--- src/rtl/assert_macros.svh ---
// ----------------------------------------------------------------------------
// assert_macros.svh
// assertion shorthands shared by the arrive steering integrator
// ----------------------------------------------------------------------------
`ifndef ASSERT_MACROS_SVH
`define ASSERT_MACROS_SVH

// property holds at every clock edge out of reset
`define ASI_ASSERT(name, clk, rstn, prop, msg) \
  name: assert property (@(posedge clk) disable iff (!rstn) (prop)) else $error(msg);

// consequent holds in the cycle after the antecedent
`define ASI_ASSERT_NEXT(name, clk, rstn, ante, cons, msg) \
  name: assert property (@(posedge clk) disable iff (!rstn) (ante) |=> (cons)) else $error(msg);

`endif

--- src/rtl/asi_div.sv ---
// ----------------------------------------------------------------------------
// asi_div
// restoring divider, 64-bit dividend by 32-bit divisor, one bit a cycle
// ----------------------------------------------------------------------------
`timescale 1ns / 1ps

module asi_div (
  input  logic        clk_i,
  input  logic        rst_ni,
  input  logic        start_i,
  input  logic [63:0] dividend_i,
  input  logic [31:0] divisor_i,
  output logic        busy_o,
  output logic        done_o,
  output logic [63:0] quotient_o
);

  logic        busy_q, done_q;
  logic [5:0]  cnt_q;
  logic [63:0] quo_q, quo_d;
  logic [31:0] rem_q, rem_d, dvs_q;
  logic [32:0] trial;
  logic        ge;

  always_comb begin
    trial = {rem_q, quo_q[63]};
    ge    = trial >= {1'b0, dvs_q};
    rem_d = ge ? 32'(trial - {1'b0, dvs_q}) : trial[31:0];
    quo_d = {quo_q[62:0], ge};
  end

  always_ff @(posedge clk_i or negedge rst_ni) begin
    if (!rst_ni) begin
      busy_q <= 1'b0;
      done_q <= 1'b0;
      cnt_q  <= '0;
    end else begin
      done_q <= 1'b0;
      if (start_i) begin
        busy_q <= 1'b1;
        cnt_q  <= '0;
      end else if (busy_q) begin
        cnt_q <= cnt_q + 6'd1;
        if (cnt_q == 6'd63) begin
          busy_q <= 1'b0;
          done_q <= 1'b1;
        end
      end
    end
  end

  always_ff @(posedge clk_i) begin
    if (start_i) begin
      quo_q <= dividend_i;
      rem_q <= '0;
      dvs_q <= divisor_i;
    end else if (busy_q) begin
      quo_q <= quo_d;
      rem_q <= rem_d;
    end
  end

  assign busy_o     = busy_q;
  assign done_o     = done_q;
  assign quotient_o = quo_q;

endmodule

--- config.mk ---
export PLATFORM = sky130hd
export DESIGN_NAME = asi_div
export DESIGN_NICKNAME = d
export VERILOG_FILES = /design/src/rtl/assert_macros.svh /design/src/rtl/asi_div.sv
export SDC_FILE = /design/constraint.sdc
export NUM_CORES = 1
export LEC_CHECK = 0
export BUFFER_PORTS_ARGS = -buffer_cell sky130_fd_sc_hd__clkbuf_2
export CAP_MARGIN = 20
export CORE_ASPECT_RATIO = 2
export CORE_UTILIZATION = 49
export DETAILED_ROUTE_END_ITERATION = 8
export PLACE_DENSITY = 0.75
export SLEW_MARGIN = 0
export SYNTH_ARGS = -nofsm -noshare
export SYNTH_HDL_FRONTEND = slang
export SYNTH_SLANG_ARGS = --single-unit
--- constraint.sdc ---
create_clock -name clk_i -period 2.77 [get_ports clk_i]
set_clock_uncertainty 0.15 [all_clocks]
set_input_delay 0.6925 -clock clk_i [delete_from_list [all_inputs] [get_ports clk_i]]
set_output_delay 0.6925 -clock clk_i [all_outputs]
set_load 0.01 [all_outputs]
==> metrics <==
R2R Setup Slk=between 1.5 and 2 ps; Max-cap violations=0; Mapped Area=7300 um^2; reg2reg end=rem_q[11]$_SDFFE_PP0P_; RSZ-0062 raised after global routing=yes; Yosys cell types=69; starting density of the core=50.6%; drc violations=0; Skew-Pair Late Insertion Delay=430 ps; crit end category=flop; Iter 0 DRT Violations=346; Area Overhead vs Synth=39.4%; slowest CP cell=edfxtp_1; sequential fraction of the synthesis area=51.0%; Worst path most repeated cell=buf_4; via count=roughly 6400; post-layout instance count excluding filler cells=about 1100; initial antenna violation count=0; Hold Fails Final Rpt=0; EDFF count, synth=96; M2 GR Usage=50.8%; share of cells above drive strength 1=between 40% and 50%; CTS root buffer=clkbuf_16; Ports=around 170; via/cell ratio=5.72; vias in the first global route=6893; TritonCTS Sinks=136; Syn Nets=790; CTS H-tree depth=4; Pins Over Slew Limit=0; Nets=about 1100; Post-synth ARST share=5.88%; critical-path cell list=inv_2, ha_4, nor2b_4, o211ai_1, a31oi_2, buf_4, o22ai_1, buf_4, o21ai_0, xor2_1, mux2i_1, o21ai_1; #FFs+latches synth=136; Final GP Congestion=0.947; number of buffers and inverters on the critical path=3; P_leak=4.42 nW; r2r startpoint=dvs_q[1]$_DFFE_PP_; fin crit period=about 2800 ps; die height=~170 um; Peak VDD IR=0.000475 V; critical setup path kind=reg -> reg; met1 Use GR=25.5%; worst hold path startpoint=divisor_i[26]; Mean Syn Cell Area=about 11 um^2; worst min-delay path category=in -> reg; cell area after layout=10200 um^2; measured slew at the worst slew-check pin=503 ps; cell area after placement=roughly 9000 um^2; Overall Global Routing Usage=27.8%; total grt overflow=0; slew margin rel.=66.5%; commonest non-fill, non-tap cell in the layout=clkbuf_2; n_diodes=0; most frequent cells in the layout=clkbuf_2, buf_4, edfxtp_1, mux2_2, nand2_1; Worst Path Required=2940 ps; Synth Instances=657; register area=3720 um^2; TritonCTS clock tree=done; WHS Endpoint=dvs_q[26]$_DFFE_PP_; PwrDens=545 nW/um^2; largest net degree at the start of global routing=48; WP data arrival=between 2000 and 3000 ps; Fmax=361 MHz; first-pass GRT wire length=32300 um; routed length per instance=19.0 um; Top FF cell, synth=edfxtp_1; Num CTS Buffers=17; M3 GR Usage=7.09%; clk slew on worst S/H paths=60 ps; Critical Path Stages=12; PortBufs=164; die area=around 15000 um^2; Fillers=1063; DR pass1 iterations=5; status=complete, no violations; gr busiest metal=met2; Tcrit/Tclk final=between 90% and 100%; Worst Reg-to-Reg Cells=12; Clock Tree Buf Depth=2; WL final=21400 um; Multi-input gate area=3680 um^2; Detail Route Antenna Nets=0; Synth Warn #=0; Final setup viols=0; CP top delay family=compound AO/OA/AOI/OAI gates; hold path depth=1; Max FO, Critical Path=3; CP Launch Type=flop; Die Span X=88.3 um; core area=14400 um^2; CP peak stage delay=410 ps; # rows=62; placed cells=1077; final HPWL from detailed placement=~15000 um
[cell usage after synthesis, drive strengths merged, types with 13 or more instances]
cell type  instances  area [um^2]
edfxtp            96         2880
nand2             67          256
mux2              64          721
inv               44          165
nor2              43          161
a21oi             34          185
o21ai             34          170
ha                33          413
dfxtp             32          641
a311oi            17          155
clkbuf            16         60.1
nand4             14          109
xnor2             14          123
buf               13         83.8
xor2              13          114
[sequential cells by signal, indices dropped and copies added, names as in the netlist]
name and count:
busy_o 1, cnt_q 6, done_o 1, dvs_q 32
quotient_o 64, rem_q 32
[repair_timing]
item                                   4_1_cts  5_1_grt
setup endpoints to repair                   28       33
cloned                                       0        2
hold buffers                                 1        0
gates resized for setup                     24       68
buffers inserted                             4       12
endpoints found under the hold margin        8        0
pin swaps                                    8       24
[worst max path at each step]
| stage | startpoint | end |
|---|---|---|
| global placement | quotient_o[63]$_DFFE_PP_ | rem_q[28]$_SDFFE_PP0P_ |
| global route | dvs_q[1]$_DFFE_PP_ | rem_q[11]$_SDFFE_PP0P_ |
| detailed placement | quotient_o[63]$_DFFE_PP_ | rem_q[28]$_SDFFE_PP0P_ |
| floorplan | start_i | quotient_o[0]$_DFFE_PP_ |
| finish | dvs_q[1]$_DFFE_PP_ | rem_q[11]$_SDFFE_PP0P_ |
| CTS | dvs_q[19]$_DFFE_PP_ | rem_q[17]$_SDFFE_PP0P_ |
[power by group]
| group | leakage (nW) | switching, W | internal (W) | total, W |
|---|---|---|---|---|
| sequential | 1.36 | 0.0000780 | 0.00234 | 0.00242 |
| clock | 0.291 | 0.000907 | 0.00143 | 0.00233 |
| combinational | 2.77 | 0.000394 | 0.000402 | 0.000795 |
| total | 4.42 | 0.00138 | 0.00417 | 0.00555 |
[through the flow]
step	hold slack (ps)	power [W]	utilization (%)	TNS, ps	worst slack (ps)
after global routing	269	0.00573	70.6	-615	-106
after global placement	317	0.00315	62.2	-1490	-278
after floorplan	247	0.00280	-	0	7.96
after CTS	274	0.00552	67.4	-0.894	-0.894
after detailed placement	333	0.00317	62.2	-2760	-292
final	283	0.00555	70.6	0	1.97
[cell families (layout without fill, tap and decap cells)]
kind of cell    after synthesis  count (layout)  synth area share [%]
buf+inv                      73             351                  4.23
compound gates              143             143                  13.3
mux                          69              69                  10.6
flops                       136             136                  51.0
simple gates                175             176                  11.8
xor+xnor                     27              27                  3.24
fa+ha+maj                    34              34                  5.93
[worst reg2reg max path, stage by stage (launching register included)]
cell,delay (ps)
edfxtp_1,410
inv_2,90
ha_4,200
nor2b_4,120
o211ai_1,290
a31oi_2,210
buf_4,190
o22ai_1,280
buf_4,180
o21ai_0,90
xor2_1,160
mux2i_1,210
o21ai_1,80
[cell type report]
cell class / instances / area share (%)
Tap cell: 192 / 2.36
Multi-Input combinational cell: 449 / 36.2
Sequential cell: 136 / 36.6
Clock inverter: 13 / 1.67
Timing Repair Buffer: 275 / 17.3
Inverter: 44 / 1.66
Clock buffer: 19 / 4.25
[routing by layer]
metal	vias up	routed length, um	share of wire, %
li1	2984	-	-
met1	3049	7100	33
met2	312	11700	54
met3	103	1270	5.9
met4	0	1380	6.4
met5	-	0	0
No activity file was read; power rests on OpenSTA's default activity.
