## config.mk

```make
export PLATFORM = sky130hd
export DESIGN_NAME = asi_isqrt
export DESIGN_NICKNAME = d
export VERILOG_FILES = /design/src/rtl/assert_macros.svh /design/src/rtl/asi_isqrt.sv
export SDC_FILE = /design/constraint.sdc
export NUM_CORES = 1
export LEC_CHECK = 0
export BUFFER_PORTS_ARGS = -buffer_cell sky130_fd_sc_hd__buf_2
export CORE_UTILIZATION = 45
export DETAILED_ROUTE_END_ITERATION = 8
export HOLD_SLACK_MARGIN = 0.02
export PLACE_DENSITY = 0.67
export SYNTH_ARGS = -nofsm -noshare
export SYNTH_HDL_FRONTEND = slang
export SYNTH_SLANG_ARGS = --single-unit
```

## constraint.sdc

```tcl
create_clock -name clk_i -period 3.06 [get_ports clk_i]
set_input_delay 0.153 -clock clk_i [delete_from_list [all_inputs] [get_ports clk_i]]
set_output_delay 0.153 -clock clk_i [all_outputs]
set_load 0.03 [all_outputs]
```

## src/rtl/assert_macros.svh

```systemverilog
// ----------------------------------------------------------------------------
// assert_macros.svh
// assertion shorthands shared by the arrive steering integrator
// ----------------------------------------------------------------------------
`ifndef ASSERT_MACROS_SVH
`define ASSERT_MACROS_SVH

// property holds at every clock edge out of reset
`define ASI_ASSERT(name, clk, rstn, prop, msg) \
  name: assert property (@(posedge clk) disable iff (!rstn) (prop)) else $error(msg);

// consequent holds in the cycle after the antecedent
`define ASI_ASSERT_NEXT(name, clk, rstn, ante, cons, msg) \
  name: assert property (@(posedge clk) disable iff (!rstn) (ante) |=> (cons)) else $error(msg);

`endif

```

## src/rtl/asi_isqrt.sv

```systemverilog
// ----------------------------------------------------------------------------
// asi_isqrt
// floor square root of a 64-bit value, two radicand bits a cycle
// ----------------------------------------------------------------------------
`timescale 1ns / 1ps

module asi_isqrt (
  input  logic        clk_i,
  input  logic        rst_ni,
  input  logic        start_i,
  input  logic [63:0] radicand_i,
  output logic        busy_o,
  output logic        done_o,
  output logic [31:0] root_o
);

  logic        busy_q, done_q;
  logic [4:0]  cnt_q;
  logic [63:0] rad_q;
  logic [33:0] rem_q, rem_d;
  logic [31:0] root_q, root_d;
  logic [35:0] cur, trial;
  logic        ge;

  always_comb begin
    cur    = {rem_q, rad_q[63:62]};
    trial  = {2'b00, root_q, 2'b01};
    ge     = cur >= trial;
    rem_d  = ge ? 34'(cur - trial) : cur[33:0];
    root_d = {root_q[30:0], ge};
  end

  always_ff @(posedge clk_i or negedge rst_ni) begin
    if (!rst_ni) begin
      busy_q <= 1'b0;
      done_q <= 1'b0;
      cnt_q  <= '0;
    end else begin
      done_q <= 1'b0;
      if (start_i) begin
        busy_q <= 1'b1;
        cnt_q  <= '0;
      end else if (busy_q) begin
        cnt_q <= cnt_q + 5'd1;
        if (cnt_q == 5'd31) begin
          busy_q <= 1'b0;
          done_q <= 1'b1;
        end
      end
    end
  end

  always_ff @(posedge clk_i) begin
    if (start_i) begin
      rad_q  <= radicand_i;
      rem_q  <= '0;
      root_q <= '0;
    end else if (busy_q) begin
      rad_q  <= {rad_q[61:0], 2'b00};
      rem_q  <= rem_d;
      root_q <= root_d;
    end
  end

  assign busy_o = busy_q;
  assign done_o = done_q;
  assign root_o = root_q;

endmodule

```

==> summary.md <==
| Metric | Value |
|---|---|
| Status | finished clean |
| Largest vdd supply drop | 0.703 mV |
| DRT antenna net count | 0 |
| Slew at the pin with the worst max-slew slack | 0.756 ns |
| Mapped Cells | 790 |
| Kind of critical path | flop to flop |
| Multi-input combinational cell area | 4160 µm² |
| Initial core utilization | 46.0% |
| Maximum buffer depth of the clock tree | 2 |
| Final period util | 96.9% |
| Final Hold Fails | 0 |
| Cell types with the largest area share after synthesis | sky130_fd_sc_hd__edfxtp_1 24%, sky130_fd_sc_hd__dfxtp_1 17%, sky130_fd_sc_hd__mux2_2 9.2% |
| Ys flop type | sky130_fd_sc_hd__dfxtp_1 |
| Count of distinct cell types in the synthesized netlist | 65 |
| Cell chosen for the clock root | sky130_fd_sc_hd__clkbuf_16 |
| Die width | 135 µm |
| RR Startpoint | rad_q[63]$_DFFE_PP_ |
| Post-synthesis to final-layout area growth | 26.0% |
| Core ar. | 17,200 µm² |
| Global-route wire length before repair | 31,000 µm |
| Post-CTS clock slew at the launch and capture registers of the worst setup and hold paths | 0.07 ns |
| Achievable frequency | 337 MHz |
| Min-delay worst type | primary input to flop |
| NumNets Final | 1,061 |
| DRC viols | 0 |
| Static leakage | 4.42 nW |
| Launching element type of the critical path | flop |
| Count of boundary I/O pins | 101 |
| Area of the mapped netlist | 7920 µm² |
| Final routed wirelength across all metal layers | 18,700 µm |
| Final weighted congestion of routability-driven global placement | 0.912 |
| Synth area leader | sky130_fd_sc_hd__edfxtp_1 |
| CTS tree | done |
| Data required time of the worst path | 3.40 ns |
| Crit path from | rad_q[63]$_DFFE_PP_ |
| Number of synthesized flops with an enable pin | 64 |
| IO Port Bufs | 100 |
| Via density per instance | 5.41 |
| Overall die area | 18,100 µm² |
| Seq/Total Area, Yosys | 43.1% |
| First-pass iteration count of the detailed router | 5 |
| Wire length per cell | 15.6 µm |
| Flops & latches, synth | 137 |
| Area share of the largest cell type after synthesis | 24.3% |
| Cell with the most instances after synthesis | sky130_fd_sc_hd__nor2_1 |
| H-tree level count | 4 |
| Worst slew margin relative to its limit | 49.6% |
| Maximum number of pins on one net before global-route repair | 57 |
| Number of sinks on the clock net | 137 |
| Cell area power density | 954 nW/µm² |
| Max Slew Vio Count | 0 |
| Data arrival time of the critical path | 3.30 ns |
| Total grt overflow | 0 |
| Total of max-cap violations | 0 |
| Peak fanout along the critical path | 11 |
| Vias in the first global route | 6,390 |
| Type of element capturing the critical path | flop |
| Share of layout cells above drive strength 1 | 29.8% |
| Placed Instances | 1,108 |
| Mean instance size in the synthesized netlist | 10.0 µm² |
| Total number of yosys warnings | 0 |
| Core Rows | 48 |
| Layout Cells excl Fill | 1,196 |
| Worst-Skew Late Latency | 0.44 ns |
| Final period demand of the worst path | 2.97 ns |
| Final count of negative-setup-slack endpoints | 0 |
| Die Ht | 135 µm |
| Initial antenna violation count | 0 |
| Total routing usage reported by global routing | 21.6% |
| Number of CTS-inserted buffers | 17 |
| HP Start | radicand_i[60] |
| Number of filler cells placed in the layout | 1,441 |
| Register area | 3420 µm² |
| Post-synth net total | 893 |
| DPL Wire Length | 12,500 µm |
| Final hold slack | 0.0250 ns |
| Most frequent cells after synthesis | 90 x sky130_fd_sc_hd__nor2_1, 66 x sky130_fd_sc_hd__dfxtp_1, 65 x sky130_fd_sc_hd__mux2_2 |
| Async SR Flop Fraction | 5.11% |
| Antenna diode count | 0 |
| Unrepaired setup endpoints after global routing | yes |
| Starting DRC count in detailed routing | 362 |
| Final clock skew | 0.0136 ns |
| Vias post-DR | 6,475 |
[cell families after synthesis]
kind of cell             share of synthesized area (%)
AND/OR/NAND/NOR                                   14.3
AO/OA/AOI/OAI                                     15.8
flip-flops                                        43.1
multiplexers                                      13.7
buffers and inverters                             4.97
adder cells (fa/ha/maj)                           5.69
XOR/XNOR                                          2.43
[placed cells by master (no fill, tap or decap), drive strengths merged, types with 3 or more instances in the layout]
cell / n
or2: 6
or3: 7
a2bb2oi: 3
xor2: 9
nand3: 21
mux2i: 35
edfxtp: 64
nor2: 90
mux2: 65
xnor2: 13
a21o: 18
ha: 36
nand4: 10
dfxtp: 66
nand2: 70
clkinv: 6
o211ai: 7
clkbuf: 17
o21a: 6
a21oi: 44
nor2b: 5
a211oi: 5
and2: 5
dfrtp: 7
o21bai: 7
o211a: 3
and3: 5
nor3: 12
a311oi: 24
o21ai: 26
dlygate4sd3: 54
inv: 55
buf: 136
a31oi: 3
nor4: 3
[worst paths after layout]
| check | cells after the start | slack [ns] | endpoint |
|---|---|---|---|
| max | 11 | 0.09 | rem_q[25]$_SDFFE_PP0P_ |
| max reg2reg | 11 | 0.09 | rem_q[25]$_SDFFE_PP0P_ |
| min | 2 | 0.02 | rad_q[60]$_DFFE_PP_ |
| min in group asynchronous | 2 | 0.10 | cnt_q[0]$_DFFE_PN0P_ |
| max in group asynchronous | 2 | 2.78 | busy_o$_DFF_PN0_ |
| min reg2reg | 2 | 0.51 | rem_q[1]$_SDFFE_PP0P_ |
[power by group]
part / internal [W] / switching, W
sequential: 0.00219 / 0.000174
combinational: 0.00234 / 0.00274
clock: 0.00111 / 0.000966
total: 0.00564 / 0.00388
[per-stage QoR]
stage               util, %  cell area, µm²  setup WS [ns]  power, W  TNS (ns)
floorplan                 -            7920       0.000985   0.00616         0
detailed placement     50.9            8770         0.0906   0.00722         0
global route           57.9            9980        -0.0502    0.0102   -0.0575
finish                 57.9            9980         0.0944   0.00952         0
CTS                    57.5            9920         0.0888   0.00938         0
global placement       50.9            8770          0.177   0.00717         0
[what timing repair did]
item / 4_1_cts / 5_1_grt
resized for setup: 0 / 12
hold endpoints to repair: 60 / 0
setup endpoints to repair: 0 / 29
setup buffers: 0 / 2
hold buffers: 54 / 0
[per-layer routing]
metal	up-vias	routed length [µm]	track usage (%)
met5	-	0	0
met4	0	386	7.80
met3	43	803	5.11
met2	151	8890	35.4
met1	3075	8640	27.8
li1	3206	-	-
[state kept, by name, summed over array words and instances, names as in the netlist]
name,count
rem_q,34
busy_o,1
cnt_q,5
rad_q,64
done_o,1
root_o,32
[critical path, cell delays in order, from the launching register on]
cell                       delay [ns]
sky130_fd_sc_hd__edfxtp_1        0.42
sky130_fd_sc_hd__inv_1           0.12
sky130_fd_sc_hd__ha_2            0.23
sky130_fd_sc_hd__nor2b_4         0.05
sky130_fd_sc_hd__o31a_1          0.28
sky130_fd_sc_hd__o311a_4         0.34
sky130_fd_sc_hd__o21a_4          0.21
sky130_fd_sc_hd__or4_4           0.57
sky130_fd_sc_hd__nand2_4         0.11
sky130_fd_sc_hd__buf_6           0.16
sky130_fd_sc_hd__nand2_1         0.08
sky130_fd_sc_hd__a311oi_2        0.29
[area by class of cell]
| cell class | count | area share, % |
|---|---|---|
| multi-input cells | 564 | 41.6 |
| flip-flops and latches | 137 | 34.3 |
| repair buffers | 190 | 13.3 |
| clock buffers | 17 | 4.26 |
| well taps | 225 | 2.82 |
| clock inverters | 15 | 1.82 |
| inverters | 48 | 1.81 |
(Power assumes the default switching activity.)
